<file path="src/hw/rtl/ofd_pkg.sv">
// Shared constants, types and helpers of the odometry frame decoder.
package ofd_pkg;

    localparam int BYTE_W          = 8;
    localparam int GAIN_W          = 16;
    localparam int OUT_W           = 32;
    localparam int PROD_W          = BYTE_W + GAIN_W;
    localparam int WINDOW_DEPTH    = 10;
    localparam int ACC_WIDTH_DEF   = 32;
    localparam int QUEUE_DEPTH_DEF = 4;
    localparam int NUM_REGS        = 6;
    localparam int ADDR_W          = 5;
    localparam int DATA_W          = 32;
    localparam int REG_IDX_W       = 3;

    // Byte offsets of the frame inside the window, oldest byte first.
    localparam int OFS_HEAD = 0;
    localparam int OFS_X    = 1;
    localparam int OFS_Y    = 2;
    localparam int OFS_ROT  = 3;
    localparam int OFS_STAT = 4;
    localparam int OFS_CHI  = 5;
    localparam int OFS_CLO  = 6;

    localparam logic [BYTE_W-1:0] SYNC_HEAD  = 8'd254;
    localparam logic [BYTE_W-1:0] SYNC_TAIL  = 8'd255;
    localparam logic [BYTE_W-1:0] STATUS_RUN = 8'd100;
    localparam logic [BYTE_W-1:0] STEP_BIAS  = 8'd128;

    localparam logic [GAIN_W-1:0] GAIN_X_POS_RST   = 16'd48705;
    localparam logic [GAIN_W-1:0] GAIN_X_NEG_RST   = 16'd21596;
    localparam logic [GAIN_W-1:0] GAIN_Y_POS_RST   = 16'd51284;
    localparam logic [GAIN_W-1:0] GAIN_Y_NEG_RST   = 16'd40414;
    localparam logic [GAIN_W-1:0] GAIN_ROT_POS_RST = 16'd18126;
    localparam logic [GAIN_W-1:0] GAIN_ROT_NEG_RST = 16'd17186;

    typedef enum logic [REG_IDX_W-1:0] {
        REG_GAIN_X_POS   = 3'd0,
        REG_GAIN_X_NEG   = 3'd1,
        REG_GAIN_Y_POS   = 3'd2,
        REG_GAIN_Y_NEG   = 3'd3,
        REG_GAIN_ROT_POS = 3'd4,
        REG_GAIN_ROT_NEG = 3'd5
    } t_reg_idx;

    typedef struct packed {
        logic [BYTE_W-1:0] raw_x;
        logic [BYTE_W-1:0] raw_y;
        logic [BYTE_W-1:0] raw_rot;
        logic [BYTE_W-1:0] status;
        logic [BYTE_W-1:0] compass_hi;
        logic [BYTE_W-1:0] compass_lo;
    } t_frame;

    typedef struct packed {
        logic [GAIN_W-1:0] x_pos;
        logic [GAIN_W-1:0] x_neg;
        logic [GAIN_W-1:0] y_pos;
        logic [GAIN_W-1:0] y_neg;
        logic [GAIN_W-1:0] rot_pos;
        logic [GAIN_W-1:0] rot_neg;
    } t_gains;

    typedef struct packed {
        logic full;
        logic empty;
    } t_q_status;

    // Distance of a biased byte from the bias point.
    function automatic logic [BYTE_W-1:0] step_mag(input logic [BYTE_W-1:0] raw);
        step_mag = (raw >= STEP_BIAS) ? (raw - STEP_BIAS) : (STEP_BIAS - raw);
    endfunction

endpackage

</file>
<file path="src/hw/rtl/ofd_front.sv">
// Front part: byte window and frame recognition.
module ofd_front (
    input  logic                      i_clk,
    input  logic                      i_rst_n,
    input  logic                      i_push,
    input  logic [ofd_pkg::BYTE_W-1:0] i_rx_byte,
    input  logic                      i_q_full,
    output logic                      o_full,
    output logic                      o_frame_valid,
    output ofd_pkg::t_frame           o_frame
);

    logic [ofd_pkg::BYTE_W-1:0] r_window [ofd_pkg::WINDOW_DEPTH];
    logic [ofd_pkg::BYTE_W-1:0] n_window [ofd_pkg::WINDOW_DEPTH];
    logic                       accept;

    assign o_full = i_q_full;
    assign accept = i_push && !i_q_full;

    assign o_frame_valid = accept && (r_window[ofd_pkg::OFS_HEAD] == ofd_pkg::SYNC_HEAD)
                           && (i_rx_byte == ofd_pkg::SYNC_TAIL);

    assign o_frame.raw_x      = r_window[ofd_pkg::OFS_X];
    assign o_frame.raw_y      = r_window[ofd_pkg::OFS_Y];
    assign o_frame.raw_rot    = r_window[ofd_pkg::OFS_ROT];
    assign o_frame.status     = r_window[ofd_pkg::OFS_STAT];
    assign o_frame.compass_hi = r_window[ofd_pkg::OFS_CHI];
    assign o_frame.compass_lo = r_window[ofd_pkg::OFS_CLO];

    always_comb begin
        for (int i = 0; i < ofd_pkg::WINDOW_DEPTH - 1; i++) begin
            n_window[i] = accept ? r_window[i+1] : r_window[i];
        end
        n_window[ofd_pkg::WINDOW_DEPTH-1] = accept ? i_rx_byte
                                                   : r_window[ofd_pkg::WINDOW_DEPTH-1];
    end

    always_ff @(posedge i_clk) begin
        if (!i_rst_n) begin
            for (int i = 0; i < ofd_pkg::WINDOW_DEPTH; i++) begin
                r_window[i] <= '0;
            end
        end else begin
            r_window <= n_window;
        end
    end

endmodule

</file>
<file path="src/hw/rtl/ofd_fifo.sv">
// Short frame queue between the front and back parts.
module ofd_fifo #(
    parameter int DEPTH = ofd_pkg::QUEUE_DEPTH_DEF
) (
    input  logic               i_clk,
    input  logic               i_rst_n,
    input  logic               i_push,
    input  ofd_pkg::t_frame    i_data,
    input  logic               i_pop,
    output ofd_pkg::t_frame    o_data,
    output ofd_pkg::t_q_status o_status
);

    localparam int PTR_W = (DEPTH > 1) ? $clog2(DEPTH) : 1;
    localparam int CNT_W = $clog2(DEPTH + 1);

    ofd_pkg::t_frame r_mem [DEPTH];
    logic [PTR_W-1:0] r_wr_ptr;
    logic [PTR_W-1:0] r_rd_ptr;
    logic [CNT_W-1:0] r_count;
    logic [PTR_W-1:0] n_wr_ptr;
    logic [PTR_W-1:0] n_rd_ptr;
    logic [CNT_W-1:0] n_count;
    logic             do_push;
    logic             do_pop;

    assign o_status.full  = (r_count == CNT_W'(DEPTH));
    assign o_status.empty = (r_count == '0);
    assign o_data         = r_mem[r_rd_ptr];

    assign do_push = i_push && !o_status.full;
    assign do_pop  = i_pop && !o_status.empty;

    always_comb begin
        n_wr_ptr = r_wr_ptr;
        n_rd_ptr = r_rd_ptr;
        n_count  = r_count;
        if (do_push) begin
            n_wr_ptr = (r_wr_ptr == PTR_W'(DEPTH - 1)) ? '0 : r_wr_ptr + 1'b1;
        end
        if (do_pop) begin
            n_rd_ptr = (r_rd_ptr == PTR_W'(DEPTH - 1)) ? '0 : r_rd_ptr + 1'b1;
        end
        case ({do_push, do_pop})
            2'b10:   n_count = r_count + 1'b1;
            2'b01:   n_count = r_count - 1'b1;
            default: n_count = r_count;
        endcase
    end

    always_ff @(posedge i_clk) begin
        if (do_push) begin
            r_mem[r_wr_ptr] <= i_data;
        end
    end

    always_ff @(posedge i_clk) begin
        if (!i_rst_n) begin
            r_wr_ptr <= '0;
            r_rd_ptr <= '0;
            r_count  <= '0;
        end else begin
            r_wr_ptr <= n_wr_ptr;
            r_rd_ptr <= n_rd_ptr;
            r_count  <= n_count;
        end
    end

endmodule

</file>
<file path="src/hw/rtl/ofd_back.sv">
// Back part: gain scaling, accumulation and the result register.
module ofd_back #(
    parameter int ACC_WIDTH = ofd_pkg::ACC_WIDTH_DEF
) (
    input  logic                       i_clk,
    input  logic                       i_rst_n,
    input  ofd_pkg::t_frame            i_q_data,
    input  logic                       i_q_empty,
    output logic                       o_q_pop,
    input  ofd_pkg::t_gains            i_gains,
    input  logic                       i_pop,
    output logic                       o_empty,
    output logic [ofd_pkg::OUT_W-1:0]  o_odom_x,
    output logic [ofd_pkg::OUT_W-1:0]  o_odom_y,
    output logic [ofd_pkg::OUT_W-1:0]  o_odom_rot,
    output logic [ofd_pkg::BYTE_W-1:0] o_step_x,
    output logic [ofd_pkg::BYTE_W-1:0] o_step_y,
    output logic [ofd_pkg::BYTE_W-1:0] o_step_rot,
    output logic [ofd_pkg::GAIN_W-1:0] o_compass,
    output logic                       o_stop
);

    localparam int PW = ofd_pkg::PROD_W;
    localparam int BW = ofd_pkg::BYTE_W;
    localparam int GW = ofd_pkg::GAIN_W;

    // Multiply stage
    logic              r_s1_valid;
    ofd_pkg::t_frame   r_s1_frame;
    logic [PW-1:0]     r_s1_prod_x;
    logic [PW-1:0]     r_s1_prod_y;
    logic [PW-1:0]     r_s1_prod_rot;
    logic [GW-1:0]     gain_x;
    logic [GW-1:0]     gain_y;
    logic [GW-1:0]     gain_rot;
    logic              s1_adv;

    // Result stage
    logic              r_out_valid;
    ofd_pkg::t_frame   r_out_frame;
    logic [ACC_WIDTH-1:0] r_acc_x;
    logic [ACC_WIDTH-1:0] r_acc_y;
    logic [ACC_WIDTH-1:0] r_acc_rot;
    logic [ACC_WIDTH-1:0] delta_x;
    logic [ACC_WIDTH-1:0] delta_y;
    logic [ACC_WIDTH-1:0] delta_rot;

    function automatic logic [ACC_WIDTH-1:0] signed_step(input logic [PW-1:0]     prod,
                                                         input logic [BW-1:0] raw);
        logic [BW-1:0] mag;
        mag = prod[PW-1:GW];
        signed_step = (raw < ofd_pkg::STEP_BIAS) ? (ACC_WIDTH'(0) - ACC_WIDTH'(mag))
                                                 : ACC_WIDTH'(mag);
    endfunction

    assign s1_adv  = r_s1_valid && (!r_out_valid || i_pop);
    assign o_q_pop = !i_q_empty && (!r_s1_valid || s1_adv);

    // x and y use the positive gain only above the bias; rotation from the bias up.
    assign gain_x   = (i_q_data.raw_x > ofd_pkg::STEP_BIAS) ? i_gains.x_pos : i_gains.x_neg;
    assign gain_y   = (i_q_data.raw_y > ofd_pkg::STEP_BIAS) ? i_gains.y_pos : i_gains.y_neg;
    assign gain_rot = (i_q_data.raw_rot >= ofd_pkg::STEP_BIAS) ? i_gains.rot_pos
                                                               : i_gains.rot_neg;

    always_ff @(posedge i_clk) begin
        if (o_q_pop) begin
            r_s1_frame    <= i_q_data;
            r_s1_prod_x   <= PW'(ofd_pkg::step_mag(i_q_data.raw_x)) * PW'(gain_x);
            r_s1_prod_y   <= PW'(ofd_pkg::step_mag(i_q_data.raw_y)) * PW'(gain_y);
            r_s1_prod_rot <= PW'(ofd_pkg::step_mag(i_q_data.raw_rot)) * PW'(gain_rot);
        end
        if (s1_adv) begin
            r_out_frame <= r_s1_frame;
        end
    end

    assign delta_x   = signed_step(r_s1_prod_x, r_s1_frame.raw_x);
    assign delta_y   = signed_step(r_s1_prod_y, r_s1_frame.raw_y);
    assign delta_rot = signed_step(r_s1_prod_rot, r_s1_frame.raw_rot);

    always_ff @(posedge i_clk) begin
        if (!i_rst_n) begin
            r_s1_valid  <= 1'b0;
            r_out_valid <= 1'b0;
            r_acc_x     <= '0;
            r_acc_y     <= '0;
            r_acc_rot   <= '0;
        end else begin
            if (o_q_pop) begin
                r_s1_valid <= 1'b1;
            end else if (s1_adv) begin
                r_s1_valid <= 1'b0;
            end
            if (s1_adv) begin
                r_out_valid <= 1'b1;
                r_acc_x     <= r_acc_x + delta_x;
                r_acc_y     <= r_acc_y + delta_y;
                r_acc_rot   <= r_acc_rot + delta_rot;
            end else if (i_pop) begin
                r_out_valid <= 1'b0;
            end
        end
    end

    generate
        if (ACC_WIDTH >= ofd_pkg::OUT_W) begin : g_trunc
            assign o_odom_x   = r_acc_x[ofd_pkg::OUT_W-1:0];
            assign o_odom_y   = r_acc_y[ofd_pkg::OUT_W-1:0];
            assign o_odom_rot = r_acc_rot[ofd_pkg::OUT_W-1:0];
        end else begin : g_sext
            assign o_odom_x   = {{(ofd_pkg::OUT_W-ACC_WIDTH){r_acc_x[ACC_WIDTH-1]}}, r_acc_x};
            assign o_odom_y   = {{(ofd_pkg::OUT_W-ACC_WIDTH){r_acc_y[ACC_WIDTH-1]}}, r_acc_y};
            assign o_odom_rot = {{(ofd_pkg::OUT_W-ACC_WIDTH){r_acc_rot[ACC_WIDTH-1]}},
                                 r_acc_rot};
        end
    endgenerate

    assign o_empty    = !r_out_valid;
    assign o_step_x   = r_out_frame.raw_x - ofd_pkg::STEP_BIAS;
    assign o_step_y   = r_out_frame.raw_y - ofd_pkg::STEP_BIAS;
    assign o_step_rot = r_out_frame.raw_rot - ofd_pkg::STEP_BIAS;
    assign o_compass  = {r_out_frame.compass_hi, r_out_frame.compass_lo};
    assign o_stop     = (r_out_frame.status != ofd_pkg::STATUS_RUN);

endmodule

</file>
<file path="src/hw/rtl/odometry_frame_decoder.sv">
// Top level of the odometry frame decoder.
//
// Input queue side: one serial byte per transfer (push while full is low).
// Every byte shifts into a ten-byte window; when the oldest window byte is
// 254 and the new byte is 255 the eleven bytes form a frame, and that frame
// yields exactly one result. Other bytes yield nothing.
// Result queue side: a result sits on the o_ ports while empty is low and
// leaves on a transfer with pop high.
// Throughput: one byte per cycle while full is low, and one result per cycle while pop is held high.
// A closing byte passes through the queue write, the gain multiply and the
// accumulate into the result register before its result is visible; a
// stall on the result side can hold it in the queue.
// A frame queue of QUEUE_DEPTH entries sits between recognition and the
// multiply/accumulate part; when the receiver stalls, frames collect there
// and full rises once it is full, stalling the byte side.
// Reset (synchronous, active low) clears the window, the accumulators and
// both queues and loads the six gain registers with their defaults.
// Gains are 16-bit Q0.16 values at APB byte addresses 0, 4, ... 20.
module odometry_frame_decoder #(
    parameter int ACC_WIDTH   = ofd_pkg::ACC_WIDTH_DEF,
    parameter int QUEUE_DEPTH = ofd_pkg::QUEUE_DEPTH_DEF
) (
    input  logic                       i_clk,
    input  logic                       i_rst_n,
    input  logic                       push,
    output logic                       full,
    input  logic [ofd_pkg::BYTE_W-1:0] i_rx_byte,
    output logic                       empty,
    input  logic                       pop,
    output logic [ofd_pkg::OUT_W-1:0]  o_odom_x,
    output logic [ofd_pkg::OUT_W-1:0]  o_odom_y,
    output logic [ofd_pkg::OUT_W-1:0]  o_odom_rot,
    output logic [ofd_pkg::BYTE_W-1:0] o_step_x,
    output logic [ofd_pkg::BYTE_W-1:0] o_step_y,
    output logic [ofd_pkg::BYTE_W-1:0] o_step_rot,
    output logic [ofd_pkg::GAIN_W-1:0] o_compass,
    output logic                       o_stop,
    input  logic                       psel,
    input  logic                       penable,
    input  logic                       pwrite,
    input  logic [ofd_pkg::ADDR_W-1:0] paddr,
    input  logic [ofd_pkg::DATA_W-1:0] pwdata,
    output logic [ofd_pkg::DATA_W-1:0] prdata,
    output logic                       pready
);

    ofd_pkg::t_gains    r_gains;
    ofd_pkg::t_frame    frame;
    ofd_pkg::t_frame    q_data;
    ofd_pkg::t_q_status q_status;
    logic               frame_valid;
    logic               q_pop;
    logic               cfg_wr;
    logic [ofd_pkg::REG_IDX_W-1:0] reg_idx;
    logic [ofd_pkg::GAIN_W-1:0]    rd_gain;
    logic [ofd_pkg::GAIN_W-1:0]    wr_gain;

    assign pready  = 1'b1;
    assign cfg_wr  = psel && penable && pwrite && pready;
    assign reg_idx = paddr[ofd_pkg::ADDR_W-1:2];
    assign wr_gain = pwdata[ofd_pkg::GAIN_W-1:0];

    always_comb begin
        case (reg_idx)
            ofd_pkg::REG_GAIN_X_POS:   rd_gain = r_gains.x_pos;
            ofd_pkg::REG_GAIN_X_NEG:   rd_gain = r_gains.x_neg;
            ofd_pkg::REG_GAIN_Y_POS:   rd_gain = r_gains.y_pos;
            ofd_pkg::REG_GAIN_Y_NEG:   rd_gain = r_gains.y_neg;
            ofd_pkg::REG_GAIN_ROT_POS: rd_gain = r_gains.rot_pos;
            ofd_pkg::REG_GAIN_ROT_NEG: rd_gain = r_gains.rot_neg;
            default:                   rd_gain = '0;
        endcase
    end

    assign prdata = ofd_pkg::DATA_W'(rd_gain);

    always_ff @(posedge i_clk) begin
        if (!i_rst_n) begin
            r_gains.x_pos   <= ofd_pkg::GAIN_X_POS_RST;
            r_gains.x_neg   <= ofd_pkg::GAIN_X_NEG_RST;
            r_gains.y_pos   <= ofd_pkg::GAIN_Y_POS_RST;
            r_gains.y_neg   <= ofd_pkg::GAIN_Y_NEG_RST;
            r_gains.rot_pos <= ofd_pkg::GAIN_ROT_POS_RST;
            r_gains.rot_neg <= ofd_pkg::GAIN_ROT_NEG_RST;
        end else if (cfg_wr) begin
            case (reg_idx)
                ofd_pkg::REG_GAIN_X_POS:   r_gains.x_pos   <= wr_gain;
                ofd_pkg::REG_GAIN_X_NEG:   r_gains.x_neg   <= wr_gain;
                ofd_pkg::REG_GAIN_Y_POS:   r_gains.y_pos   <= wr_gain;
                ofd_pkg::REG_GAIN_Y_NEG:   r_gains.y_neg   <= wr_gain;
                ofd_pkg::REG_GAIN_ROT_POS: r_gains.rot_pos <= wr_gain;
                ofd_pkg::REG_GAIN_ROT_NEG: r_gains.rot_neg <= wr_gain;
                default:                   r_gains         <= r_gains;
            endcase
        end
    end

    ofd_front u_front (
        .i_clk         (i_clk),
        .i_rst_n       (i_rst_n),
        .i_push        (push),
        .i_rx_byte     (i_rx_byte),
        .i_q_full      (q_status.full),
        .o_full        (full),
        .o_frame_valid (frame_valid),
        .o_frame       (frame)
    );

    ofd_fifo #(
        .DEPTH (QUEUE_DEPTH)
    ) u_fifo (
        .i_clk    (i_clk),
        .i_rst_n  (i_rst_n),
        .i_push   (frame_valid),
        .i_data   (frame),
        .i_pop    (q_pop),
        .o_data   (q_data),
        .o_status (q_status)
    );

    ofd_back #(
        .ACC_WIDTH (ACC_WIDTH)
    ) u_back (
        .i_clk      (i_clk),
        .i_rst_n    (i_rst_n),
        .i_q_data   (q_data),
        .i_q_empty  (q_status.empty),
        .o_q_pop    (q_pop),
        .i_gains    (r_gains),
        .i_pop      (pop),
        .o_empty    (empty),
        .o_odom_x   (o_odom_x),
        .o_odom_y   (o_odom_y),
        .o_odom_rot (o_odom_rot),
        .o_step_x   (o_step_x),
        .o_step_y   (o_step_y),
        .o_step_rot (o_step_rot),
        .o_compass  (o_compass),
        .o_stop     (o_stop)
    );

endmodule

</file>
<file path="config.mk">
export PLATFORM = sky130hd
export DESIGN_NAME = odometry_frame_decoder
export DESIGN_NICKNAME = d
export VERILOG_FILES = /design/src/hw/rtl/ofd_pkg.sv /design/src/hw/rtl/ofd_front.sv /design/src/hw/rtl/ofd_fifo.sv /design/src/hw/rtl/ofd_back.sv /design/src/hw/rtl/odometry_frame_decoder.sv
export SDC_FILE = /design/constraint.sdc
export NUM_CORES = 2
export LEC_CHECK = 0
export BUFFER_PORTS_ARGS = -buffer_cell sky130_fd_sc_hd__buf_2
export CELL_PAD_IN_SITES_DETAIL_PLACEMENT = 0
export CELL_PAD_IN_SITES_GLOBAL_PLACEMENT = 1
export CORE_UTILIZATION = 53
export DETAILED_ROUTE_END_ITERATION = 8
export GPL_TIMING_DRIVEN = 0
export PLACE_DENSITY = 0.93
export SYNTH_ARGS = -nofsm -noshare
export SYNTH_HDL_FRONTEND = slang
export SYNTH_SLANG_ARGS = --single-unit
export TNS_END_PERCENT = 100
</file>
<file path="constraint.sdc">
create_clock -name i_clk -period 15.15 [get_ports i_clk]
set_input_delay 2.2725 -clock i_clk [delete_from_list [all_inputs] [get_ports i_clk]]
set_output_delay 2.2725 -clock i_clk [all_outputs]
set_load 0.01 [all_outputs]
</file>
Word level (Yosys, flattened, before mapping)
Memory sizes are Yosys's and may differ from the RTL's. A register that Yosys moved wholly into a read port is not among the register bits.
Cells that the tools add are included.
{ "op_classes": {"multipliers": 3, "n_reduce_logical": 26, "n_eq_ne": 13, "addsub": 19, "n_lt_le_gt_ge": 8, "muxes": 21} }
{ "op_table": {"columns": ["op", "n"], "rows": [
  ["$add A32 B32 Y32", 3],
  ["$mux W32", 3],
  ["$pmux W16 S6", 1],
  ["$mul A8 B16 Y24", 3],
  ["$mux W16", 3],
  ["$sub A8 B8 Y8 const B", 6],
  ["$sub A1 B8 Y9 const A", 3],
  ["$ge A8 B8 Y1 const B", 3],
  ["$lt A8 B8 Y1 const B", 3],
  ["$mux W8", 3],
  ["$sub A8 B8 Y8 const A", 3],
  ["$eq A8 B8 Y1 const B", 2],
  ["$gt A8 B8 Y1 const B", 2],
  ["$reduce_and A2 Y1", 6],
  ["$eq A3 B3 Y1 const B", 3],
  ["$logic_and A1 B1 Y1", 9],
  ["$mux W2", 4],
  ["$ne A8 B7 Y1 const B", 1],
  ["$eq A2 B2 Y1 const B", 3],
  ["$eq A3 B2 Y1 const B", 2],
  ["$logic_not A3 Y1", 2],
  ["$mux W1", 6],
  ["$pmux W3 S2", 1],
  ["$reduce_bool A2 Y1", 3],
  ["7 further kinds", 12]
]} }
{ "word_totals": {"mem_count": 1, "output_inout_bits": 172, "reg_bits": 449, "ram_bits": 192, "inputBits": 52} }
{ "mem_list": {"columns": ["memory", "words", "word_bits", "read_ports", "rd_ports_with_merged_regs", "wr", "line_no", "text"], "rows": [
  ["u_fifo.r_mem", 4, 48, 1, 1, 1, "ofd_fifo.sv:17", "ofd_pkg::t_frame r_mem [DEPTH];"]
]} }

Depth between registers and ports, before layout
{ "logic_depth": {"depth_word": 8, "mapped_depth": 33} }

Hierarchy
A second synthesis with hierarchy kept.
{ "hier_totals": {"cells_unflattened": 3789, "hier_area_um2": 38660.8} }
{ "modules_own_cells": {"columns": ["mod", "seq_area_each_um2", "n_inst", "area_each_um2", "cells_each"], "rows": [
  ["ofd_back", 5565.3, 1, 23324.9, 2592],
  ["ofd_fifo", 5945.7, 1, 7405.9, 306],
  ["odometry_frame_decoder", 1921.8, 1, 4534.3, 488],
  ["ofd_front", 1601.5, 1, 3395.8, 403]
]} }

Worst setup path before layout
Ideal clock, no wire load.
{ "synth_path": {"kind": "register to register", "startpoint": "register (tool-made name)", "endpoint": "register u_back.r_s1_prod_y[23] (data pin)", "period_less_slack_ns": 7.936, "t_arrival_ns": 7.762, "setup_time_ns": 0.174, "t_required_ns": 14.976, "n_path_buf": 4, "path_stages_with_launch": 30, "path_slack_ns": 7.214, "cell_sequence": "dfxtp_1 buf_6 buf_2 buf_2 mux4_2 inv_1 ha_1 inv_1 or2_2 clkbuf_1 o21ai_1 mux2i_1 or2_2 fa_1 fa_1 inv_1 fa_1 inv_1 fa_1 inv_1 ha_1 nand4_1 nor4b_1 or4b_4 a41oi_2 a2111oi_0 and4bb_1 o31a_2 nor4_1 a311oi_1"} }
{ "synth_lines": {"columns": ["item", "line_no", "text"], "rows": [
  ["end signal, assigned", "ofd_back.sv:69", "r_s1_prod_y <= PW'(ofd_pkg::step_mag(i_q_data.raw_y)) * PW'(gain_y);"],
  ["end, declared", "ofd_back.sv:31", "logic [PW-1:0] r_s1_prod_y;"]
]} }

==> impl_summary.log <==
[metrics] Power Density: 185 nW/um^2
[metrics] wire per inst: 20.2 um
[metrics] outcome: complete, no violations
[metrics] port bufs: 187
[metrics] CTS clock-pin slew for the worst setup and hold paths: 60 ps
[metrics] wire length of the first global-routing pass: 159,000 um
[metrics] endpoint of the worst-slack reg-to-reg timing path: u_back.r_s1_prod_x[23]$_DFFE_PP_
[metrics] starting density of the core: 0.537
[metrics] initial antenna violation count: 7
[metrics] category of the worst setup path capture point: register
[metrics] total vias in the final route: 29,100
[metrics] most instantiated cells after synthesis: sky130_fd_sc_hd__nand2_1, sky130_fd_sc_hd__nor2_1, sky130_fd_sc_hd__inv_1
[metrics] root buffer cell: sky130_fd_sc_hd__clkbuf_16
[metrics] cell depth of the worst flop-to-flop path: 31
[metrics] type of element launching the critical path: register
[metrics] Clock Latency Late Sink: 660 ps
[metrics] data required time of the worst path: 15,500 ps
[metrics] Avg Inst Size Synth: 9.85 sq um
[metrics] relative slew slack: 0.0938
[metrics] non-filler cells, final: 5,100
[metrics] biggest area consumer among synthesized cells: sky130_fd_sc_hd__edfxtp_1
[metrics] cell occurring most often along the worst timing path: sky130_fd_sc_hd__fa_1
[metrics] via count normalized by instance count: 5.71
[metrics] final net count: 4,637
[metrics] crit-path max cell delay: 850 ps
[metrics] startpoint of the most critical hold path: u_back.r_s1_frame[24]$_DFFE_PP_
[metrics] placed wire-length estimate: 77,000 um
[metrics] count of routing violations after the opening detailed-route iteration: 2,528
[metrics] Post-Route WL: 103,000 um
[metrics] GRT Total Usage: 0.288
[metrics] number of gates resized after cts: 0
[metrics] Detailed Routing Iterations Pass 1: 6
[metrics] buffer depth of the longest clock path: 3
[metrics] DRC violation count after routing: 0
[metrics] Total Die Area: 72,200 sq um
[metrics] Global Route met3 Usage: 0.0594
[metrics] VDD IR-drop max: 0.125 mV
[metrics] Hold Path Cell Cnt: 0
[metrics] maximum fanout count along the critical path: 10
[metrics] post-layout min period: 9810 ps
[metrics] transition time at the pin with the least slew margin: 1360 ps
[metrics] vias in the first global route: 28,300
[metrics] global-route track usage on met2: 0.465
[metrics] number of buffers added by the clock tree synthesis step: 66
[metrics] aggregate global routing overflow: 0
[metrics] TritonCTS clock tree: yes
[metrics] core area: 70,100 sq um
[metrics] cells taking the most area after synthesis: sky130_fd_sc_hd__edfxtp_1, sky130_fd_sc_hd__dfxtp_1, sky130_fd_sc_hd__fa_1
[metrics] pin count of the biggest net entering global routing: 42
[metrics] LEAKAGE: 0.0180 uW
[metrics] post-synthesis cell type count: 77
[metrics] number of buffers and inverters on the critical path: 9
[metrics] fmax: 0.102 GHz
[metrics] number of synthesized flops with an enable pin: 312
[metrics] number of standard cells after synthesis: 3,824
[metrics] final-layout setup total negative slack: 0 ps
[metrics] total power: 7820 uW
[metrics] most frequently used cell type in the post-synthesis netlist: sky130_fd_sc_hd__nand2_1
[metrics] fraction of final layout cells with drive strength greater than 1: 0.118
[metrics] clock sinks: 595
[metrics] final RePlAce weighted congestion: 0.947
[metrics] # placed instances: 4,976
[metrics] post-route antenna net violation count: 0
[metrics] io pins: 224
[metrics] count of H-tree levels built during CTS: 3
[metrics] post-cts hold buffer count: 0
[metrics] Yosys top cell area share: 0.249
[metrics] met1 Resource Use GR: 0.379
[metrics] Worst Clk Skew: 50.5 ps
[metrics] cell area after synthesis: 37,700 sq um
[metrics] final period utilization: 0.647
[metrics] MaxCap Viol Count: 0
[metrics] class of the most critical hold timing path: reg -> reg
[metrics] count of standard-cell rows: 97
[metrics] final hold violation count: 0
[metrics] Top FF cell, synth: sky130_fd_sc_hd__edfxtp_1
[metrics] count of pins over their slew limit: 0
[metrics] total number of yosys warnings: 0
[metrics] Top Usage Layer GRT: met2
[metrics] sequential share of the synthesized area: 0.399
[metrics] Die X: 269 um
[metrics] worst reg-to-reg setup slack: 5340 ps
[metrics] Vert. Die Dim: 269 um
[metrics] Synth-to-Final Area Change: 12.3%
[metrics] register bit total from synthesis: 595
[metrics] post-synthesis async set-or-reset flop share: 0
[metrics] worst setup path class: reg -> reg
[metrics] Setup Viol. Count Final: 0
[metrics] setup repair after global routing missed its margin: no
[metrics] family with the most delay on the worst path: buffers and inverters
[metrics] Hold EP: u_back.r_out_frame[24]$_DFFE_PP_
[metrics] setup fix buffers added after clock tree synthesis: 0
[metrics] slowest cell on the critical path: sky130_fd_sc_hd__mux2i_1
[metrics] worst endpoint data arrival time: 10,160 ps
## layout make-up
type / instances / area [sq um]
antenna: 2 / 5.00
multi-input combinational: 2685 / 20400
sequential: 595 / 15000
clock inverter: 32 / 364
tap: 940 / 1180
timing repair buffer: 197 / 1130
fill: 5841 / 27800
inverter: 347 / 1300
buffer: 212 / 1020
clock buffer: 90 / 1860
## metal layers
layer  vias up  routed length, um
met1     14100              42300
met4        10               4010
li1      13500                  -
met3       250               8670
met5         -                 63
met2      1253              47800
## registers in the layout, summed over array words and instances (netlist names), 16 cells and up, named ones only
| name | flops |
|---|---|
| u_back.r_out_frame | 32 |
| u_back.o_compass | 16 |
| u_back.o_odom_rot | 32 |
| u_back.o_odom_y | 32 |
| r_gains | 96 |
| u_back.o_odom_x | 32 |
| u_back.r_s1_frame | 48 |
| u_front.o_frame | 48 |
| u_fifo.r_mem | 192 |
| u_front.r_window | 32 |
## logic make-up (layout without fill, tap and decap cells)
group | after synthesis | after routing | synth area share
XOR/XNOR | 113 | 113 | 0.0263
flip-flops | 595 | 595 | 0.399
adder cells (fa/ha/maj) | 481 | 481 | 0.210
buffers and inverters | 559 | 878 | 0.0616
AO/OA/AOI/OAI | 623 | 623 | 0.101
multiplexers | 119 | 119 | 0.0468
AND/OR/NAND/NOR | 1332 | 1332 | 0.154
other | 2 | 19 | 0.000199
## report_power, final
part | switching (uW) | internal (uW) | leakage (uW)
clock network | 729 | 903 | 0.00108
logic | 2360 | 1610 | 0.0117
registers | 182 | 2030 | 0.00523
total | 3270 | 4550 | 0.0180
## worst register-to-register path, delay by kind of cell (launching register included)
family / cells / cell delay [ps]
adder cells (fa/ha/maj): 6 / 2580
multiplexers: 2 / 1130
buffers and inverters: 9 / 2880
AND/OR/NAND/NOR: 3 / 340
flip-flops: 1 / 310
XOR/XNOR: 1 / 120
AO/OA/AOI/OAI: 10 / 2140
## worst max path at each step
stage          startpoint                          endpoint  cells past startpoint
3_5_place_dp     register  u_back.r_s1_prod_y[23]$_DFFE_PP_                     29
4_1_cts          register  u_back.r_s1_prod_x[23]$_DFFE_PP_                     31
6_report         register  u_back.r_s1_prod_x[23]$_DFFE_PP_                     31
5_1_grt          register  u_back.r_s1_prod_x[23]$_DFFE_PP_                     31
3_3_place_gp          pop    u_fifo.r_count[2]$_SDFFE_PN0P_                      9
2_1_floorplan    register  u_back.r_s1_prod_y[23]$_DFFE_PP_                     29
## cell usage in the layout (no fill, tap or decap), types with 19 or more instances in the layout
cell type,netlist,layout
sky130_fd_sc_hd__a22oi_1,48,48
sky130_fd_sc_hd__dfxtp_1,283,283
sky130_fd_sc_hd__clkbuf_1,133,148
sky130_fd_sc_hd__xor2_1,48,48
sky130_fd_sc_hd__nand4_1,29,29
sky130_fd_sc_hd__xnor2_1,65,65
sky130_fd_sc_hd__nand2_1,533,533
sky130_fd_sc_hd__nor3_1,38,38
sky130_fd_sc_hd__ha_1,228,228
sky130_fd_sc_hd__a21o_1,52,52
sky130_fd_sc_hd__nand3_1,102,102
sky130_fd_sc_hd__buf_2,7,194
sky130_fd_sc_hd__inv_1,346,346
sky130_fd_sc_hd__buf_4,55,55
sky130_fd_sc_hd__and3_1,23,19
sky130_fd_sc_hd__a21oi_1,301,298
sky130_fd_sc_hd__clkbuf_16,0,69
sky130_fd_sc_hd__fa_1,253,253
sky130_fd_sc_hd__mux2i_1,66,66
sky130_fd_sc_hd__edfxtp_1,312,312
sky130_fd_sc_hd__mux4_2,45,45
sky130_fd_sc_hd__o21ai_0,63,63
sky130_fd_sc_hd__or2_2,56,56
sky130_fd_sc_hd__nor2_1,438,438
## metrics by stage
stage                      util  cell area [sq um]  setup WS (ps)  hold slack (ps)
final                     0.603              42300           5340              417
after global routing      0.603              42300           4700              420
after CTS                 0.603              42300           5400              418
after detailed placement  0.571              40100           5510              405
after global placement    0.568              39800           4750              402
after floorplan               -              37700           7210              400
(Power assumes the default switching activity.)
